==> config.mk <==
export PLATFORM = sky130hd
export DESIGN_NAME = imvp_ram
export DESIGN_NICKNAME = d
export VERILOG_FILES = /design/src/hw/rtl/inverse_matrix_vector_product_top_defines.svh /design/src/hw/rtl/imvp_ram.sv
export SDC_FILE = /design/constraint.sdc
export NUM_CORES = 2
export LEC_CHECK = 0
export BUFFER_PORTS_ARGS = -buffer_cell sky130_fd_sc_hd__buf_2
export CAP_MARGIN = 20
export CELL_PAD_IN_SITES_DETAIL_PLACEMENT = 0
export CELL_PAD_IN_SITES_GLOBAL_PLACEMENT = 1
export CORE_ASPECT_RATIO = 2
export CORE_MARGIN = 8
export CORE_UTILIZATION = 25
export CTS_CLUSTER_SIZE = 25
export DETAILED_ROUTE_END_ITERATION = 8
export HOLD_SLACK_MARGIN = 0.05
export PLACE_DENSITY = 0.43
export SLEW_MARGIN = 20
export SYNTH_ARGS = -nofsm -noshare
export SYNTH_HDL_FRONTEND = slang
export SYNTH_SLANG_ARGS = --single-unit
==> constraint.sdc <==
create_clock -name clk -period 8.4 [get_ports clk]
set_input_delay 1.26 -clock clk [delete_from_list [all_inputs] [get_ports clk]]
set_output_delay 1.26 -clock clk [all_outputs]
set_load 0.02 [all_outputs]
==> src/hw/rtl/inverse_matrix_vector_product_top_defines.svh <==
// Assertion macros for the inverse matrix-vector product block.
// Included by the top level; depends on nothing else.
`ifndef INVERSE_MATRIX_VECTOR_PRODUCT_TOP_DEFINES_SVH
`define INVERSE_MATRIX_VECTOR_PRODUCT_TOP_DEFINES_SVH

// A implies B on the same edge.
`define IMVP_ASSERT_IMPL(label, clk, rst_n, a, b) \
    label: assert property (@(posedge clk) disable iff (!rst_n) (a) |-> (b)) \
        else $error("assertion failed");

// A implies B on the next edge.
`define IMVP_ASSERT_NEXT(label, clk, rst_n, a, b) \
    label: assert property (@(posedge clk) disable iff (!rst_n) (a) |=> (b)) \
        else $error("assertion failed");

`endif

==> src/hw/rtl/imvp_ram.sv <==
// Generic single-port-write, single-read RAM with registered read data.
// Depends on nothing.
`timescale 1ns / 1ps
module imvp_ram #(
    parameter int WIDTH = 16,
    parameter int DEPTH = 128
) (
    input  logic                     clk,
    input  logic                     we,
    input  logic [$clog2(DEPTH)-1:0] waddr,
    input  logic [WIDTH-1:0]         wdata,
    input  logic [$clog2(DEPTH)-1:0] raddr,
    output logic [WIDTH-1:0]         rdata
);
    logic [WIDTH-1:0] mem [DEPTH];

    always_ff @(posedge clk)
    begin
        if (we)
        begin
            mem[waddr] <= wdata;
        end
        rdata <= mem[raddr];
    end
endmodule

==> flow_metrics.env <==
export IMPL_outcome="finished, final reports clean"
export IMPL_worstPathRequired_ns=9.13
export IMPL_crit_start="raddr[0]"
export IMPL_vias_per_cell=4.56
export IMPL_yosysSeqAreaShare_pct=78.7
export IMPL_grt_pass1_vias=36703
export IMPL_avgRoutedWirePerCell_um=29.9
export IMPL_hpwl_mm=126
export IMPL_met1_length_mm=96.4
export IMPL_nets=3338
export IMPL_relSlewSlack_pct=27.6
export IMPL_cts_clk_slew_worst_paths_ns=0.06
export IMPL_worstReg2RegEnd="rdata[14]$_DFF_P_"
export IMPL_die_area_um2=333000
export IMPL_r2r_start="mem[21][14]$_DFFE_PP_"
export IMPL_hold_buffers=0
export IMPL_clock_latency_ns=0.84
export IMPL_start_util_pct=25.1
export IMPL_fin_skew_ns=0.0551
export IMPL_cts_buffer_depth=4
export IMPL_setup_viol=0
export IMPL_die_y_um=809
export IMPL_finalCritPeriodShare_pct=47.6
export IMPL_fmax_ghz=0.250
export IMPL_cp_endpoint="rdata[13]$_DFF_P_"
export IMPL_layout_setup_ws_ns=4.40
export IMPL_postCtsResizedCells=0
export IMPL_dp_slack_ns=3.44
export IMPL_overflow=0
export IMPL_topRoutingLayerUsed="met5"
export IMPL_gp_congestion=0.713
export IMPL_ant_nets=0
export IMPL_vdd_drop_max_mv=0.158
export IMPL_antenna_found_initial=34
export IMPL_cp_arrival_ns=4.72
export IMPL_route_met3_wl_mm=13.8
export IMPL_startpoint_type="primary input"
export IMPL_h_tree_depth=4
export IMPL_drt_first_pass_iters=5
export IMPL_grt_max_degree=107
export IMPL_wl_met2_mm=111
export IMPL_ys_seq_elements=2064
export IMPL_ios=48
export IMPL_crit_type="in2reg"
export IMPL_leakagePower_uw=0.0272
export IMPL_die_w_um=412
export IMPL_clockRootBuffer="clkbuf_16"
export IMPL_io_buffers=47
export IMPL_rsz0062_at_grt="no"
export IMPL_slew_violations=0
export IMPL_period_needed_ns=4.00
export IMPL_finalWirelength_mm=227
export IMPL_postSynthCellCount=3086
export IMPL_place_area_um2=84900
export IMPL_post_cts_setup_buffers=0
export IMPL_grt_usage_pct=13.3
export IMPL_area_delta_synth_final_pct=16.6
export IMPL_cts_sinks=2064
export IMPL_setup_tns_ns=0
export IMPL_grt_pass1_wl_mm=311
export IMPL_cp_max_fo=95
export IMPL_core_area_um2=313000
export IMPL_synth_cell_types=17
export IMPL_yosys_warnings=0
export IMPL_syn_nets=3118
export IMPL_end_kind="flop"
export IMPL_fp_row_count=291
export IMPL_drv_cap=0
export IMPL_final_hold_violation_count=0
export IMPL_fillCellCount=30242
export IMPL_powerDensity_nw_per_um2=237
export IMPL_min_path_type="in2reg"
export IMPL_avgSynthCellArea_um2=25.4
export IMPL_cts_buffers=210
export IMPL_drc_errors=0
export IMPL_vias=34581
export IMPL_r2r_cells=4
export IMPL_fin_area_um2=91600
export IMPL_r2r_slack_ns=5.78
export IMPL_netlist_area_um2=78500
export IMPL_drive_gt1_share_pct=36.0
export IMPL_cts_tree="done"
export IMPL_tightest_slew_ns=1.09
export IMPL_drt_iter0_markers=3186
[through the flow]
stage	hold WS, ns	power, µW	util (%)	cells
3_5_place_dp	1.12	12800	27.1	7195
5_1_grt	0.815	22400	29.2	7571
3_3_place_gp	1.11	12800	27.1	7195
6_report	0.860	21700	29.2	7588
2_1_floorplan	1.07	12200	-	3086
4_1_cts	0.782	22000	29.2	7569
[cell usage in the layout (no fill, tap or decap), drive strengths merged]
cell	count
dfxtp	16
inv	7
nand3	12
mux2	16
bufinv	20
clkbuf	270
nor3	9
nand2b	2
nor2	122
nor2b	7
mux4	672
nand4	3
edfxtp	2048
diode	18
clkinv	69
or3	1
nand2	14
clkinvlp	8
buf	172
[kinds of logic (layout without fill, tap and decap cells)]
group	after synthesis	count (layout)	share of synthesized area [%]
and+or+nand+nor	170	170	0.888
muxes	688	688	19.5
other	0	18	0
buffers and inverters	164	546	0.881
DFF	2064	2064	78.7
[cell type report]
cell class	count	area (µm²)	area share (%)
flip-flops and latches	2064	61800	67.5
multi-input cells	858	16600	18.1
clock buffers	270	5560	6.07
well taps	4102	5130	5.61
repair buffers	172	1400	1.53
clock inverters	104	1040	1.14
diodes	18	45.0	0.0492
[registers in the layout (all words and copies together), names as in the netlist]
| register | flops |
|---|---|
| mem | 2048 |
| rdata | 16 |
[worst max-delay path, cell delays in order]
cell and delay (ns):
buf_8 0.43, buf_12 0.58, buf_4 0.35, mux4_2 0.53, mux4_2 0.52, mux4_2 0.49
mux2_2 0.28
[synthesized netlist by cell type]
master	number	area, µm²
mux2_2	16	180
buf_2	52	260
edfxtp_1	2048	61500
nand2_1	14	52.6
nor3_1	9	45.0
clkbuf_1	82	308
dfxtp_1	16	320
mux4_2	672	15100
nor2b_1	7	43.8
buf_4	1	7.51
or3_1	1	6.26
buf_1	28	105
nor2_1	122	458
buf_6	1	11.3
nand2b_1	2	12.5
nand3_1	12	60.1
nand4_1	3	18.8
[report_power, final]
group	switching (µW)	internal, µW
combinational	694	413
clock	3920	5270
sequential	40.7	11400
total	4650	17100
[per-layer routing]
| layer | global-route usage (%) | vias to the layer above |
|---|---|---|
| met4 | 3.01 | 10 |
| met5 | 0 | - |
| met2 | 22.1 | 909 |
| li1 | - | 13939 |
| met3 | 2.72 | 279 |
| met1 | 18.0 | 19444 |
[worst min path at each step]
| stage | start | endpoint | slack (ns) | depth (start not counted) |
|---|---|---|---|---|
| finish | wdata[13] | mem[109][13]$_DFFE_PP_ | 0.86 | 1 |
| CTS | wdata[13] | mem[123][13]$_DFFE_PP_ | 0.78 | 1 |
| floorplan | mem[36][0]$_DFFE_PP_ | rdata[0]$_DFF_P_ | 1.07 | 4 |
| global placement | mem[88][8]$_DFFE_PP_ | rdata[8]$_DFF_P_ | 1.11 | 4 |
| global route | wdata[13] | mem[125][13]$_DFFE_PP_ | 0.81 | 1 |
| detailed placement | mem[92][8]$_DFFE_PP_ | rdata[8]$_DFF_P_ | 1.12 | 4 |
No activity file was read; power rests on OpenSTA's default activity.
