### config.mk
export PLATFORM = sky130hd
export DESIGN_NAME = imvp_front
export DESIGN_NICKNAME = d
export VERILOG_FILES = /design/src/hw/rtl/inverse_matrix_vector_product_top_defines.svh /design/src/hw/rtl/imvp_pkg.sv /design/src/hw/rtl/imvp_front.sv
export SDC_FILE = /design/constraint.sdc
export NUM_CORES = 1
export LEC_CHECK = 0
export BUFFER_PORTS_ARGS = -buffer_cell sky130_fd_sc_hd__buf_2
export CAP_MARGIN = 25
export CELL_PAD_IN_SITES_DETAIL_PLACEMENT = 0
export CELL_PAD_IN_SITES_GLOBAL_PLACEMENT = 1
export CORE_UTILIZATION = 35
export CTS_BUF_LIST = sky130_fd_sc_hd__clkbuf_16
export CTS_CLUSTER_SIZE = 12
export DETAILED_ROUTE_END_ITERATION = 10
export MAX_ROUTING_LAYER = met4
export PLACE_DENSITY_LB_ADDON = 0.1
export SLEW_MARGIN = 40
export SYNTH_ARGS = -nofsm -noshare
export SYNTH_HDL_FRONTEND = slang
export SYNTH_SLANG_ARGS = --single-unit
### constraint.sdc
create_clock -name clk -period 3.6 [get_ports clk]
set_clock_uncertainty 0.1 [all_clocks]
set_input_delay 0 -clock clk [delete_from_list [all_inputs] [get_ports clk]]
set_output_delay 0 -clock clk [all_outputs]
set_load 0.03 [all_outputs]
### src/hw/rtl/inverse_matrix_vector_product_top_defines.svh
// Assertion macros for the inverse matrix-vector product block.
// Included by the top level; depends on nothing else.
`ifndef INVERSE_MATRIX_VECTOR_PRODUCT_TOP_DEFINES_SVH
`define INVERSE_MATRIX_VECTOR_PRODUCT_TOP_DEFINES_SVH

// A implies B on the same edge.
`define IMVP_ASSERT_IMPL(label, clk, rst_n, a, b) \
    label: assert property (@(posedge clk) disable iff (!rst_n) (a) |-> (b)) \
        else $error("assertion failed");

// A implies B on the next edge.
`define IMVP_ASSERT_NEXT(label, clk, rst_n, a, b) \
    label: assert property (@(posedge clk) disable iff (!rst_n) (a) |=> (b)) \
        else $error("assertion failed");

`endif

### src/hw/rtl/imvp_pkg.sv
// Package for the inverse matrix-vector product block: payload types, codes, sizes.
// Used by every module of the block but imvp_ram; depends on nothing.
`timescale 1ns / 1ps
package imvp_pkg;
    localparam int DEF_MAX_ELECTRODES      = 128;
    localparam int DEF_MAX_POINTS          = 256;
    localparam int DEF_MAX_REGULARIZATIONS = 4;
    localparam int SUM_W  = 40;
    localparam int DATA_W = 16;
    localparam int CFG_W  = 9;
    localparam int QDEPTH = 4;

    localparam logic [1:0] REQ_COEF  = 2'd0;
    localparam logic [1:0] REQ_SAMP  = 2'd1;
    localparam logic [1:0] REQ_QUERY = 2'd2;

    localparam logic [2:0] CFG_VECTOR_MODE = 3'd0;
    localparam logic [2:0] CFG_ACTIVE_REG  = 3'd1;
    localparam logic [2:0] CFG_REGS_USED   = 3'd2;
    localparam logic [2:0] CFG_ELECS_USED  = 3'd3;
    localparam logic [2:0] CFG_POINTS_USED = 3'd4;

    typedef struct packed {
        logic [1:0]        req_type;
        logic [1:0]        matrix_slot;
        logic [9:0]        coef_row;
        logic [6:0]        elec_index;
        logic signed [15:0] data_value;
        logic [7:0]        point_index;
    } req_t;

    typedef struct packed {
        logic [7:0]         point_out;
        logic signed [39:0] sum_x;
        logic signed [39:0] sum_y;
        logic signed [39:0] sum_z;
        logic [39:0]        magnitude;
        logic               range_error;
    } res_t;

    // Classified query handed from front to back.
    typedef struct packed {
        logic       err;
        logic       vec;
        logic [3:0] reg_sel;
        logic [7:0] point;
        logic [8:0] nel;
    } job_t;
endpackage

### src/hw/rtl/imvp_front.sv
// Front part: takes requests, performs writes, classifies queries into a job queue.
// Depends on imvp_pkg.
`timescale 1ns / 1ps
module imvp_front #(
    parameter int MAX_ELECTRODES      = 128,
    parameter int MAX_POINTS          = 256,
    parameter int MAX_REGULARIZATIONS = 4
) (
    input  logic                clk,
    input  logic                rst_n,
    input  logic                start,
    output logic                busy,
    input  imvp_pkg::req_t      req,
    input  logic                cfg_vec,
    input  logic [3:0]          cfg_areg,
    input  logic [2:0]          cfg_nreg,
    input  logic [7:0]          cfg_nel,
    input  logic [8:0]          cfg_npt,
    output logic                coef_we,
    output logic [$clog2(MAX_REGULARIZATIONS*3*MAX_POINTS*MAX_ELECTRODES)-1:0] coef_waddr,
    output logic                samp_we,
    output logic [$clog2(MAX_ELECTRODES)-1:0] samp_waddr,
    output logic [15:0]         wdata,
    output logic                job_valid,
    output imvp_pkg::job_t      job,
    input  logic                job_pop,
    input  logic                back_active
);
    import imvp_pkg::*;

    localparam int ROWS  = 3 * MAX_POINTS;
    localparam int CW    = $clog2(MAX_REGULARIZATIONS*3*MAX_POINTS*MAX_ELECTRODES);
    localparam int EW    = $clog2(MAX_ELECTRODES);
    localparam int QW    = $clog2(QDEPTH);

    job_t       q_mem [QDEPTH];
    logic [QW:0] wp_reg, rp_reg, wp_next, rp_next;
    logic        acc;
    job_t        nj;
    logic [3:0]  nreg;
    logic [9:0]  npt;
    logic [8:0]  nel;
    logic        is_q;
    logic        is_wr;
    logic        full;

    assign full = (wp_reg[QW] != rp_reg[QW]) && (wp_reg[QW-1:0] == rp_reg[QW-1:0]);
    assign is_wr = (req.req_type == REQ_COEF) || (req.req_type == REQ_SAMP);
    // Hold a write until every earlier query has finished reading the stores.
    assign busy = full || (is_wr && (job_valid || back_active));
    assign acc  = start && !busy;

    always_comb
    begin
        nreg = (cfg_nreg == 3'd0) ? 4'd1 : {1'b0, cfg_nreg};
        if (32'(nreg) > MAX_REGULARIZATIONS)
        begin
            nreg = 4'(MAX_REGULARIZATIONS);
        end
        nel = (32'(cfg_nel) > MAX_ELECTRODES) ? 9'(MAX_ELECTRODES) : {1'b0, cfg_nel};
        npt = (32'(cfg_npt) > MAX_POINTS) ? 10'(MAX_POINTS) : {1'b0, cfg_npt};
        nj.err     = {2'b0, req.point_index} >= npt;
        nj.vec     = cfg_vec;
        nj.reg_sel = (cfg_areg > nreg - 4'd1) ? nreg - 4'd1 : cfg_areg;
        nj.point   = req.point_index;
        nj.nel     = nel;
    end

    assign is_q = acc && (req.req_type == REQ_QUERY);
    assign coef_we = acc && (req.req_type == REQ_COEF)
                   && (32'(req.matrix_slot) < MAX_REGULARIZATIONS)
                   && (32'(req.coef_row) < ROWS)
                   && (32'(req.elec_index) < MAX_ELECTRODES);
    assign coef_waddr = CW'((32'(req.matrix_slot) * ROWS + 32'(req.coef_row))
                            * MAX_ELECTRODES + 32'(req.elec_index));
    assign samp_we = acc && (req.req_type == REQ_SAMP)
                   && (32'(req.elec_index) < MAX_ELECTRODES);
    assign samp_waddr = EW'(req.elec_index);
    assign wdata = req.data_value;

    always_comb
    begin
        wp_next = wp_reg + (QW+1)'(is_q);
        rp_next = rp_reg + (QW+1)'(job_pop);
    end

    always_ff @(posedge clk or negedge rst_n)
    begin
        if (!rst_n)
        begin
            wp_reg <= '0;
            rp_reg <= '0;
        end
        else
        begin
            wp_reg <= wp_next;
            rp_reg <= rp_next;
        end
    end

    always_ff @(posedge clk)
    begin
        if (is_q)
        begin
            q_mem[wp_reg[QW-1:0]] <= nj;
        end
    end

    assign job_valid = wp_reg != rp_reg;
    assign job = q_mem[rp_reg[QW-1:0]];
endmodule

==> results.sh <==
export IMPL_clock_path_buffers=2
export IMPL_drc=0
export IMPL_fp_dieH_um=113
export IMPL_synth_seq_cells=94
export IMPL_worstPathRequired_ns=3.50
export IMPL_period_needed_ns=2.10
export IMPL_final_core_util_pct=45.3
export IMPL_layout_nets=451
export IMPL_slowest_delay_ns=0.47
export IMPL_setup_violations_final=0
export IMPL_path_class="register to register"
export IMPL_yosysTopAreaCellShare_pct=60.9
export IMPL_fp_dieArea_um2=12900
export IMPL_syn_avg_cell_area_um2=17.0
export IMPL_crit_path_start_kind="register"
export IMPL_postSynth_asyncResetShare_pct=6.38
export IMPL_yosys_area_share_simple_pct=5.33
export IMPL_power_per_cell_area_nw_per_um2=634
export IMPL_post_cts_buffers=0
export IMPL_grt_max_degree=24
export IMPL_synth_common_cells="88 x edfxtp_1, 39 x buf_4, 22 x mux4_2"
export IMPL_path_max_fanout=22
export IMPL_pre_cts_slack_ns=1.29
export IMPL_synth_fa_ha_area_share_pct=6.51
export IMPL_hold_violations=0
export IMPL_drt_wl_total_um=7810
export IMPL_cts_made_buffers=9
export IMPL_root_buffer="clkbuf_16"
export IMPL_grt_pass1_wl_um=11800
export IMPL_synth_compound_area_share_pct=1.61
export IMPL_antenna_found_initial=0
export IMPL_status="finished, final reports clean"
export IMPL_maxCapViolations=0
export IMPL_dr_pass1_iters=4
export IMPL_core_area_um2=12100
export IMPL_yosysWarnings=0
export IMPL_fp_dieW_um=113
export IMPL_cts_resized=0
export IMPL_slew_headroom_pct=60.2
export IMPL_synth_cell_types=32
export IMPL_leakagePower_nw=2.06
export IMPL_tritoncts="done"
export IMPL_row_count=40
export IMPL_hpwl_um=4900
export IMPL_yosysSeqAreaShare_pct=64.3
export IMPL_ant_nets=0
export IMPL_fin_crit_sh_pct=58.2
export IMPL_worst_pin_slew_ns=0.595
export IMPL_grt_pass1_vias=2263
export IMPL_register_area_um2=2790
export IMPL_area_growth_pct=25.8
export IMPL_peakVddDrop_uv=192
export IMPL_path_delay_family="simple AND/OR/NAND/NOR gates"
export IMPL_slew_viol_final=0
export IMPL_clk_pin_slew_ns=0.06
export IMPL_diodes=0
export IMPL_ys_flop_type="edfxtp_1"
export IMPL_cts_htree_levels=3
export IMPL_muxShareOfSynthArea_pct=12.1
export IMPL_fillers=1045
export IMPL_ios=144
export IMPL_vias=2369
export IMPL_first_iter_violations=74
export IMPL_synth_area_um2=4340
export IMPL_multi_input_area_um2=1200
export IMPL_synth_edff_count=88
export IMPL_cp_arrival_ns=2.00
export IMPL_viasPerCell=4.50
export IMPL_critPathBufInv=2
export IMPL_synthCells=255
export IMPL_path_cells="xor2_1, or3_1, nand4_2, inv_2, and3_1, buf_4"
export IMPL_port_buffers=73
export IMPL_min_path_type="primary input to register"
export IMPL_grt_total_usage_pct=13.0
export IMPL_final_layout_size_suffix_gt1_share_pct=34.3
export IMPL_largest_reg_flops=88
export IMPL_insertion_delay_ns=0.33
export IMPL_clock_sinks=94
export IMPL_globalRoute_totalOverflow=0
export IMPL_critPathSlowestCell="dfrtp_1"
export IMPL_yosysMostFrequentCell="edfxtp_1"
export IMPL_yosys_area_top_type="edfxtp_1"
export IMPL_rsz0062_at_grt="no"
export IMPL_gp_congestion=0.686
export IMPL_max_freq_mhz=477
export IMPL_synth_top_family_by_area="multiplexers"
export IMPL_synth_fp_nets=352
export IMPL_avgRoutedWirePerCell_um=14.8
export IMPL_yosys_top_cells_area="edfxtp_1 61%, mux4_2 11%, buf_4 6.7%"
export IMPL_setup_ws_ns=1.50
export IMPL_end_kind="register"
export IMPL_postCtsHoldBufs=53
export IMPL_tns_ns=0
export IMPL_initial_utilization_pct=36.0
export IMPL_synthXorXnorAreaFrac_pct=1.61
[cell type report]
| class | instances | share of cell area (%) |
|---|---|---|
| clock buffers | 9 | 4.13 |
| clock inverters | 7 | 0.802 |
| multi-input cells | 107 | 22.0 |
| flip-flops and latches | 94 | 51.2 |
| inverters | 9 | 0.619 |
| well taps | 168 | 3.85 |
| repair buffers | 133 | 17.4 |
[where the power goes]
part	leakage [nW]	total (mW)	switching [mW]	internal (mW)
registers	0.869	1.36	0.0516	1.31
clock network	0.130	0.833	0.371	0.462
logic	1.06	1.27	0.787	0.486
[routing by layer]
layer	share of wire [%]	up-vias	global-route usage (%)
li1	-	1122	-
met3	4.5	10	2.68
met2	51	94	21.6
met1	43	1143	15.0
met4	1.8	0	6.32
met5	0	-	-
[kinds of logic after synthesis]
| group | Yosys count |
|---|---|
| fa+ha+maj | 22 |
| buf+inv | 54 |
| flops | 94 |
| compound gates | 11 |
| other cells | 2 |
| xor+xnor | 8 |
| mux | 25 |
| simple gates | 39 |
[layout by cell type (no fill, tap or decap), drive strengths merged, types with 3 or more instances in the layout]
cell / netlist / layout
edfxtp: 88 / 88
buf: 43 / 80
dlygate4sd3: 0 / 53
mux4: 22 / 22
ha: 21 / 21
inv: 9 / 11
nor2b: 10 / 10
nand2b: 9 / 9
clkbuf: 2 / 9
nor2: 6 / 6
dfrtp: 6 / 6
xor2: 5 / 5
o21ai: 4 / 4
a211oi: 4 / 4
xnor2: 3 / 3
clkinvlp: 0 / 3
nor3: 3 / 3
nand4: 3 / 3
[through the flow]
step,instance area (µm²),power [mW],std cells,hold WS [ns]
global route,5460,3.63,527,0.0436
floorplan,4340,2.34,255,-0.396
global placement,4660,2.59,458,-0.261
finish,5460,3.46,527,0.0134
CTS,5460,3.53,527,0.0162
detailed placement,4660,2.59,458,-0.267
[path summary, 6_finish.rpt]
path	from	endpoint	slack, ns	cells past startpoint
min in group asynchronous	rst_n	wp_reg[0]	0.51	3
setup reg to reg	wp_reg[1]	q_mem[3][14]	1.50	6
max in group asynchronous	rst_n	rp_reg[0]	2.65	3
setup / recovery	wp_reg[1]	q_mem[3][14]	1.50	6
hold reg to reg	wp_reg[2]	wp_reg[2]	0.39	1
hold / removal	cfg_npt[8]	q_mem[0][21]	0.01	2
[worst register-to-register path, delay by kind of cell, from the launching register on]
kind | cells | cell delay, ns
XOR/XNOR | 1 | 0.24
buffers and inverters | 2 | 0.43
flip-flops | 1 | 0.47
AND/OR/NAND/NOR | 3 | 0.52
(Power assumes the default switching activity.)
