File: src/hw/rtl/inverse_matrix_vector_product_top_defines.svh
// Assertion macros for the inverse matrix-vector product block.
// Included by the top level; depends on nothing else.
`ifndef INVERSE_MATRIX_VECTOR_PRODUCT_TOP_DEFINES_SVH
`define INVERSE_MATRIX_VECTOR_PRODUCT_TOP_DEFINES_SVH

// A implies B on the same edge.
`define IMVP_ASSERT_IMPL(label, clk, rst_n, a, b) \
    label: assert property (@(posedge clk) disable iff (!rst_n) (a) |-> (b)) \
        else $error("assertion failed");

// A implies B on the next edge.
`define IMVP_ASSERT_NEXT(label, clk, rst_n, a, b) \
    label: assert property (@(posedge clk) disable iff (!rst_n) (a) |=> (b)) \
        else $error("assertion failed");

`endif

File: src/hw/rtl/imvp_pkg.sv
// Package for the inverse matrix-vector product block: payload types, codes, sizes.
// Used by every module of the block but imvp_ram; depends on nothing.
`timescale 1ns / 1ps
package imvp_pkg;
    localparam int DEF_MAX_ELECTRODES      = 128;
    localparam int DEF_MAX_POINTS          = 256;
    localparam int DEF_MAX_REGULARIZATIONS = 4;
    localparam int SUM_W  = 40;
    localparam int DATA_W = 16;
    localparam int CFG_W  = 9;
    localparam int QDEPTH = 4;

    localparam logic [1:0] REQ_COEF  = 2'd0;
    localparam logic [1:0] REQ_SAMP  = 2'd1;
    localparam logic [1:0] REQ_QUERY = 2'd2;

    localparam logic [2:0] CFG_VECTOR_MODE = 3'd0;
    localparam logic [2:0] CFG_ACTIVE_REG  = 3'd1;
    localparam logic [2:0] CFG_REGS_USED   = 3'd2;
    localparam logic [2:0] CFG_ELECS_USED  = 3'd3;
    localparam logic [2:0] CFG_POINTS_USED = 3'd4;

    typedef struct packed {
        logic [1:0]        req_type;
        logic [1:0]        matrix_slot;
        logic [9:0]        coef_row;
        logic [6:0]        elec_index;
        logic signed [15:0] data_value;
        logic [7:0]        point_index;
    } req_t;

    typedef struct packed {
        logic [7:0]         point_out;
        logic signed [39:0] sum_x;
        logic signed [39:0] sum_y;
        logic signed [39:0] sum_z;
        logic [39:0]        magnitude;
        logic               range_error;
    } res_t;

    // Classified query handed from front to back.
    typedef struct packed {
        logic       err;
        logic       vec;
        logic [3:0] reg_sel;
        logic [7:0] point;
        logic [8:0] nel;
    } job_t;
endpackage

File: src/hw/rtl/imvp_sqrt.sv
// Iterative integer square root of an 82-bit value, one result bit per cycle.
// Depends on imvp_pkg.
`timescale 1ns / 1ps
module imvp_sqrt (
    input  logic        clk,
    input  logic        rst_n,
    input  logic        go,
    input  logic [81:0] radicand,
    output logic        done,
    output logic [40:0] root
);
    import imvp_pkg::*;

    logic [81:0] rem_reg, rem_next;
    logic [40:0] root_reg, root_next;
    logic [81:0] val_reg, val_next;
    logic [5:0]  cnt_reg, cnt_next;
    logic        busy_reg, busy_next;
    logic        done_reg, done_next;
    logic [83:0] trial;
    logic [83:0] remsh;

    // Classic restoring digit-by-digit root: two radicand bits per step.
    always_comb
    begin
        rem_next  = rem_reg;
        root_next = root_reg;
        val_next  = val_reg;
        cnt_next  = cnt_reg;
        busy_next = busy_reg;
        done_next = 1'b0;
        remsh = {rem_reg, val_reg[81:80]};
        trial = {41'd0, root_reg, 2'b01};
        if (go)
        begin
            rem_next  = '0;
            root_next = '0;
            val_next  = radicand;
            cnt_next  = 6'd41;
            busy_next = 1'b1;
        end
        else if (busy_reg)
        begin
            val_next = {val_reg[79:0], 2'b00};
            if (remsh >= trial)
            begin
                rem_next  = 82'(remsh - trial);
                root_next = {root_reg[39:0], 1'b1};
            end
            else
            begin
                rem_next  = remsh[81:0];
                root_next = {root_reg[39:0], 1'b0};
            end
            cnt_next = cnt_reg - 6'd1;
            if (cnt_reg == 6'd1)
            begin
                busy_next = 1'b0;
                done_next = 1'b1;
            end
        end
    end

    always_ff @(posedge clk or negedge rst_n)
    begin
        if (!rst_n)
        begin
            busy_reg <= 1'b0;
            done_reg <= 1'b0;
            cnt_reg  <= '0;
        end
        else
        begin
            busy_reg <= busy_next;
            done_reg <= done_next;
            cnt_reg  <= cnt_next;
        end
    end

    always_ff @(posedge clk)
    begin
        rem_reg  <= rem_next;
        root_reg <= root_next;
        val_reg  <= val_next;
    end

    assign done = done_reg;
    assign root = root_reg;
endmodule

File: src/hw/rtl/imvp_back.sv
// Back part: runs queued queries, walks the rows with one MAC, then takes the norm.
// Depends on imvp_pkg and imvp_sqrt.
`timescale 1ns / 1ps
module imvp_back #(
    parameter int MAX_ELECTRODES      = 128,
    parameter int MAX_POINTS          = 256,
    parameter int MAX_REGULARIZATIONS = 4
) (
    input  logic           clk,
    input  logic           rst_n,
    input  logic           job_valid,
    input  imvp_pkg::job_t job,
    output logic           job_pop,
    output logic [$clog2(MAX_REGULARIZATIONS*3*MAX_POINTS*MAX_ELECTRODES)-1:0] coef_raddr,
    output logic [$clog2(MAX_ELECTRODES)-1:0] samp_raddr,
    input  logic [15:0]    coef_rdata,
    input  logic [15:0]    samp_rdata,
    output logic           done,
    output imvp_pkg::res_t result,
    output logic           active
);
    import imvp_pkg::*;

    localparam int ROWS = 3 * MAX_POINTS;
    localparam int CW   = $clog2(MAX_REGULARIZATIONS*3*MAX_POINTS*MAX_ELECTRODES);
    localparam int EW   = $clog2(MAX_ELECTRODES);
    localparam int XW   = ($clog2(MAX_ELECTRODES) + 33 > SUM_W) ?
                          $clog2(MAX_ELECTRODES) + 33 : SUM_W + 1;
    localparam int HW   = SUM_W / 2;
    localparam logic signed [SUM_W-1:0] SMAX = {1'b0, {(SUM_W-1){1'b1}}};
    localparam logic signed [SUM_W-1:0] SMIN = {1'b1, {(SUM_W-1){1'b0}}};

    typedef enum logic [6:0] {
        S_IDLE  = 7'b0000001,
        S_ISSUE = 7'b0000010,
        S_DRAIN = 7'b0000100,
        S_SQA   = 7'b0001000,
        S_SQB   = 7'b0010000,
        S_ROOT  = 7'b0100000,
        S_OUT   = 7'b1000000
    } state_t;

    state_t             st_reg, st_next;
    job_t               job_reg, job_next;
    logic [10:0]        e_reg, e_next;
    logic [1:0]         comp_reg, comp_next;
    logic               v1_reg, v2_reg;
    logic signed [31:0] prod_reg;
    logic signed [XW-1:0] acc_reg, acc_next;
    logic signed [SUM_W-1:0] sx_reg, sy_reg, sz_reg, sx_next, sy_next, sz_next;
    logic [81:0]        sq_reg, sq_next;
    logic [SUM_W-1:0]   phh_reg, phl_reg, pll_reg;
    logic [1:0]         sqi_reg, sqi_next;
    logic               sq_go;
    logic               sq_done;
    logic [40:0]        sq_root;
    logic               done_reg, done_next;
    res_t               res_reg, res_next;
    logic [9:0]         row;
    logic signed [SUM_W-1:0] sat;
    logic [SUM_W-1:0]   absv;
    logic [HW-1:0]      ahi, alo;
    logic signed [SUM_W-1:0] pick;
    logic               issue;
    logic [1:0]         ncomp;

    assign ncomp = job_reg.vec ? 2'd3 : 2'd1;
    assign row = job_reg.vec ? 10'(32'(job_reg.point) * 3 + 32'(comp_reg))
                             : {2'b0, job_reg.point};
    assign coef_raddr = CW'((32'(job_reg.reg_sel) * ROWS + 32'(row)) * MAX_ELECTRODES
                            + 32'(e_reg));
    assign samp_raddr = EW'(e_reg);
    assign issue = (st_reg == S_ISSUE) && (e_reg < 11'(job_reg.nel));
    assign active = (st_reg != S_IDLE);

    always_comb
    begin
        if (acc_reg > XW'(SMAX))
        begin
            sat = SMAX;
        end
        else if (acc_reg < XW'(SMIN))
        begin
            sat = SMIN;
        end
        else
        begin
            sat = SUM_W'(acc_reg);
        end
        case (sqi_reg)
            2'd0:    pick = sx_reg;
            2'd1:    pick = sy_reg;
            default: pick = sz_reg;
        endcase
        absv = pick[SUM_W-1] ? SUM_W'(-pick) : pick;
        ahi  = absv[SUM_W-1:HW];
        alo  = absv[HW-1:0];
    end

    always_comb
    begin
        st_next   = st_reg;
        job_next  = job_reg;
        e_next    = e_reg;
        comp_next = comp_reg;
        acc_next  = acc_reg;
        sx_next   = sx_reg;
        sy_next   = sy_reg;
        sz_next   = sz_reg;
        sq_next   = sq_reg;
        sqi_next  = sqi_reg;
        sq_go     = 1'b0;
        job_pop   = 1'b0;
        done_next = 1'b0;
        res_next  = res_reg;
        if (v2_reg)
        begin
            acc_next = acc_reg + XW'(prod_reg);
        end
        case (st_reg)
            S_IDLE:
            begin
                if (job_valid)
                begin
                    job_pop   = 1'b1;
                    job_next  = job;
                    e_next    = '0;
                    comp_next = '0;
                    acc_next  = '0;
                    sx_next   = '0;
                    sy_next   = '0;
                    sz_next   = '0;
                    st_next   = job.err ? S_OUT : S_ISSUE;
                end
            end
            S_ISSUE:
            begin
                if (issue)
                begin
                    e_next = e_reg + 11'd1;
                end
                else
                begin
                    st_next = S_DRAIN;
                end
            end
            S_DRAIN:
            begin
                // Wait out the read and multiply stages.
                if (!v1_reg && !v2_reg)
                begin
                    case (comp_reg)
                        2'd0:    sx_next = sat;
                        2'd1:    sy_next = sat;
                        default: sz_next = sat;
                    endcase
                    acc_next = '0;
                    e_next   = '0;
                    if (comp_reg + 2'd1 == ncomp)
                    begin
                        sq_next  = '0;
                        sqi_next = '0;
                        st_next  = S_SQA;
                    end
                    else
                    begin
                        comp_next = comp_reg + 2'd1;
                        st_next   = S_ISSUE;
                    end
                end
            end
            S_SQA:
            begin
                st_next = S_SQB;
            end
            S_SQB:
            begin
                // Square from three half-width partial products.
                sq_next = sq_reg + 82'({phh_reg, {SUM_W{1'b0}}})
                        + 82'({phl_reg, {(HW+1){1'b0}}}) + 82'(pll_reg);
                if (sqi_reg == 2'd2)
                begin
                    st_next = S_ROOT;
                    sq_go   = 1'b1;
                end
                else
                begin
                    sqi_next = sqi_reg + 2'd1;
                    st_next  = S_SQA;
                end
            end
            S_ROOT:
            begin
                if (sq_done)
                begin
                    st_next = S_OUT;
                end
            end
            S_OUT:
            begin
                done_next = 1'b1;
                res_next.point_out   = job_reg.point;
                res_next.sum_x       = sx_reg;
                res_next.sum_y       = sy_reg;
                res_next.sum_z       = sz_reg;
                res_next.magnitude   = job_reg.err ? '0 : sq_root[39:0];
                res_next.range_error = job_reg.err;
                st_next = S_IDLE;
            end
            default:
            begin
                st_next = S_IDLE;
            end
        endcase
    end

    imvp_sqrt u_sqrt (
        .clk      (clk),
        .rst_n    (rst_n),
        .go       (sq_go),
        .radicand (sq_next),
        .done     (sq_done),
        .root     (sq_root)
    );

    always_ff @(posedge clk or negedge rst_n)
    begin
        if (!rst_n)
        begin
            st_reg   <= S_IDLE;
            v1_reg   <= 1'b0;
            v2_reg   <= 1'b0;
            done_reg <= 1'b0;
        end
        else
        begin
            st_reg   <= st_next;
            v1_reg   <= issue;
            v2_reg   <= v1_reg;
            done_reg <= done_next;
        end
    end

    // Sum of three 40-bit squares stays below 2^81; sqrt fits 41 bits, top bit clear.
    always_ff @(posedge clk)
    begin
        job_reg  <= job_next;
        e_reg    <= e_next;
        comp_reg <= comp_next;
        acc_reg  <= acc_next;
        sx_reg   <= sx_next;
        sy_reg   <= sy_next;
        sz_reg   <= sz_next;
        sq_reg   <= sq_next;
        sqi_reg  <= sqi_next;
        prod_reg <= $signed(coef_rdata) * $signed(samp_rdata);
        phh_reg  <= SUM_W'(ahi) * SUM_W'(ahi);
        phl_reg  <= SUM_W'(ahi) * SUM_W'(alo);
        pll_reg  <= SUM_W'(alo) * SUM_W'(alo);
        res_reg  <= res_next;
    end

    assign done   = done_reg;
    assign result = res_reg;
endmodule

File: config.mk
export PLATFORM = sky130hd
export DESIGN_NAME = imvp_back
export DESIGN_NICKNAME = d
export VERILOG_FILES = /design/src/hw/rtl/inverse_matrix_vector_product_top_defines.svh /design/src/hw/rtl/imvp_pkg.sv /design/src/hw/rtl/imvp_sqrt.sv /design/src/hw/rtl/imvp_back.sv
export SDC_FILE = /design/constraint.sdc
export NUM_CORES = 2
export LEC_CHECK = 0
export BUFFER_PORTS_ARGS = -buffer_cell sky130_fd_sc_hd__buf_4
export CORE_ASPECT_RATIO = 1.4
export CORE_MARGIN = 8
export CORE_UTILIZATION = 35
export DETAILED_ROUTE_END_ITERATION = 8
export PLACE_DENSITY = 0.56
export SLEW_MARGIN = 20
export SYNTH_ARGS = -nofsm -noshare
export SYNTH_HDL_FRONTEND = slang
export SYNTH_HIERARCHICAL = 1
export SYNTH_SLANG_ARGS = --single-unit
File: constraint.sdc
create_clock -name clk -period 11 [get_ports clk]
set_clock_uncertainty 0.05 [all_clocks]
set_input_delay 0.55 -clock clk [delete_from_list [all_inputs] [get_ports clk]]
set_output_delay 0.55 -clock clk [all_outputs]
set_load 0.01 [all_outputs]
==> results.ini <==
[sta]
fmax_mhz = 95.05
slew_headroom_pct = 15.04
finalHoldViolations = 0
worstMarginPinSlew_ns = 1.266
setup_viol = 0
rsz0062_at_grt = no
finalCritPeriodShare_pct = 95.64
finalCriticalPeriod_ns = 10.52
maxSlewViolCount = 0

[clock_tree]
clk_pin_slew_worst_paths_ns = 0.06
cts-root-buf = clkbuf_16
clockBufferDepth = 3
numCtsBuffers = 90
clkSinkCount = 823
clock_latency_ns = 0.73
cts-htree-levels = 3
cts_tree = done

[worst_setup_path]
critical_path_peak_fanout = 20
start_kind = flip-flop
critPathMaxStageDelay_ns = 0.55
criticalPathCategory = flip-flop to flip-flop
critPathCaptureType = flip-flop
crit_top_cell = fa_1
slowest_stage = fa_1
arrival_ns = 11.12
reg2reg_depth = 35
worstPathRequired_ns = 11.60

[logic_synthesis]
synth.most_common_cell = inv_1
synth_area_um2 = 85940
ys_seq_area_share_pct = 24.04
ys_types = 118
ys_top_cells_by_count = inv_1, fa_1, nand2_1
synth_edf_count = 409
synth_top_area_share_pct = 27.70
ys_top_cells_by_area = fa_1, edfxtp_1, ha_1
yosysTopAreaCell = fa_1
syn_inst = 8947
async_reset_ff_share_pct = 2.187
synthFlopType = edfxtp_1
yosysWarnings = 6
post_synth.cell_area_avg_um2 = 9.605
synth.ff_latch_count = 823

[floorplanning]
placementRows = 215
io_pins = 256
coreArea_um2 = 244500
die_area_um2 = 261900
die_w_um = 434.8
die_h_um = 602.3
start_util_pct = 35.15

[hold_path]
hold_path_class = input pin to flip-flop
min_path_cells = 4

[cells_and_area]
largest_register_ffs = 169
area_growth_pct = 11.03
final_nets = 11130
drive_gt1_share_pct = 8.346
instances_no_fill = 12450

[detailed_routing]
wl_um = 257700
firstDrtPassIters = 5
wl_met1_um = 100000
highest_layer = met5
wl_met2_um = 132900
drt_iter0_markers = 3537
ant_nets = 0
wl_per_cell_um = 20.70
via_count = 63500
drc = 0
wl_met3_um = 12560
via_per_inst = 5.101

[global_route]
grt_pass1_vias = 68460
track_usage_pct = 19.16
antenna_found_initial = 5
grt_pass1_wl_um = 396200
overflow = 0
grt_max_degree = 84

[placement]
dp_hpwl_um = 205300
gp_congestion = 0.9054
placed_cells = 12250
io_buffer_count = 255

[run_status]
status = complete, no violations

[run]
cap_violations = 0

## per-stage QoR
stage	worst slack (ns)	cell area (µm²)	utilization (%)	hold slack (ns)	TNS [ns]
after CTS	0.07421	95310	38.98	0.05770	0
after global routing	0.02168	95420	39.02	0.1152	0
after floorplan	1.153	86030	-	0.2044	0
after global placement	0.2119	91870	37.57	0.3109	0
after detailed placement	-0.01388	91900	37.58	0.3100	-0.01388
final	0.4792	95420	39.02	0.1132	0
## cell families (layout without fill, tap and decap cells)
| kind of cell | after synthesis | in the layout | synth area share (%) |
|---|---|---|---|
| compound gates | 1395 | 1395 | 10.45 |
| xor+xnor | 406 | 406 | 4.164 |
| fa+ha+maj | 1953 | 1953 | 38.82 |
| buf+inv | 1926 | 2145 | 8.607 |
| flops | 823 | 823 | 24.04 |
| mux | 157 | 157 | 1.951 |
| other cells | 2 | 28 | 0.008739 |
| simple gates | 2285 | 2285 | 11.95 |
## critical path, delay by kind of cell (launching register included)
family	cells	cell delay, ns
compound gates	11	2.54
xor+xnor	2	0.43
fa+ha+maj	9	4.31
buf+inv	6	0.79
flops	1	0.42
simple gates	7	1.91
## layer usage
metal	global-route usage, %	up-vias
met5	0	-
li1	-	29180
met1	22.10	32160
met4	8.031	4
met2	35.23	1641
met3	2.865	511
## cell type report
cell class | count | area [µm²]
Fill cell | 24210 | 149100
Multi-Input combinational cell | 6222 | 58410
Sequential cell | 823 | 20670
Inverter | 1557 | 5847
Tap cell | 3255 | 4073
Timing Repair Buffer | 422 | 3268
Clock buffer | 111 | 2520
Clock inverter | 55 | 630.6
Antenna cell | 2 | 5.005
## timing repair
| action | 4_1_cts | 5_1_grt |
|---|---|---|
| setup buffers | 3 | 0 |
| pin swaps | 1 | 0 |
| hold buffers | 24 | 0 |
| gates resized for setup | 1 | 18 |
| setup endpoints to repair | 1 | 24 |
| endpoints found under the hold margin | 41 | 0 |
## final timing paths
| check | start | to | slack [ns] |
|---|---|---|---|
| max reg2reg | sqi_reg[0] | phh_reg[39] | 0.48 |
| min in group asynchronous | rst_n | u_sqrt/cnt_reg[1] | 0.19 |
| max | sqi_reg[0] | phh_reg[39] | 0.48 |
| min | job_valid | st_reg[0] | 0.11 |
| min reg2reg | v1_reg | v2_reg | 0.33 |
| max in group asynchronous | rst_n | st_reg[0] | 10.43 |
## cells in the final DEF (no fill, tap or decap), types with 76 or more instances in the layout
cell | synthesis | final
inv_1 | 1541 | 1540
fa_1 | 1189 | 1189
nand2_1 | 898 | 898
ha_1 | 764 | 762
nor2_1 | 728 | 722
a21oi_1 | 438 | 435
edfxtp_1 | 409 | 409
dfxtp_1 | 396 | 396
buf_4 | 19 | 394
o21ai_0 | 294 | 288
xnor2_1 | 264 | 245
a21o_1 | 203 | 203
and2_1 | 127 | 126
xor2_1 | 139 | 123
clkbuf_16 | 0 | 97
nor2b_1 | 87 | 87
mux2_2 | 84 | 84
nand3_1 | 76 | 76
Power is not shown: default switching activity piles up to over one toggle a cycle in this logic, so the estimate is an artifact.
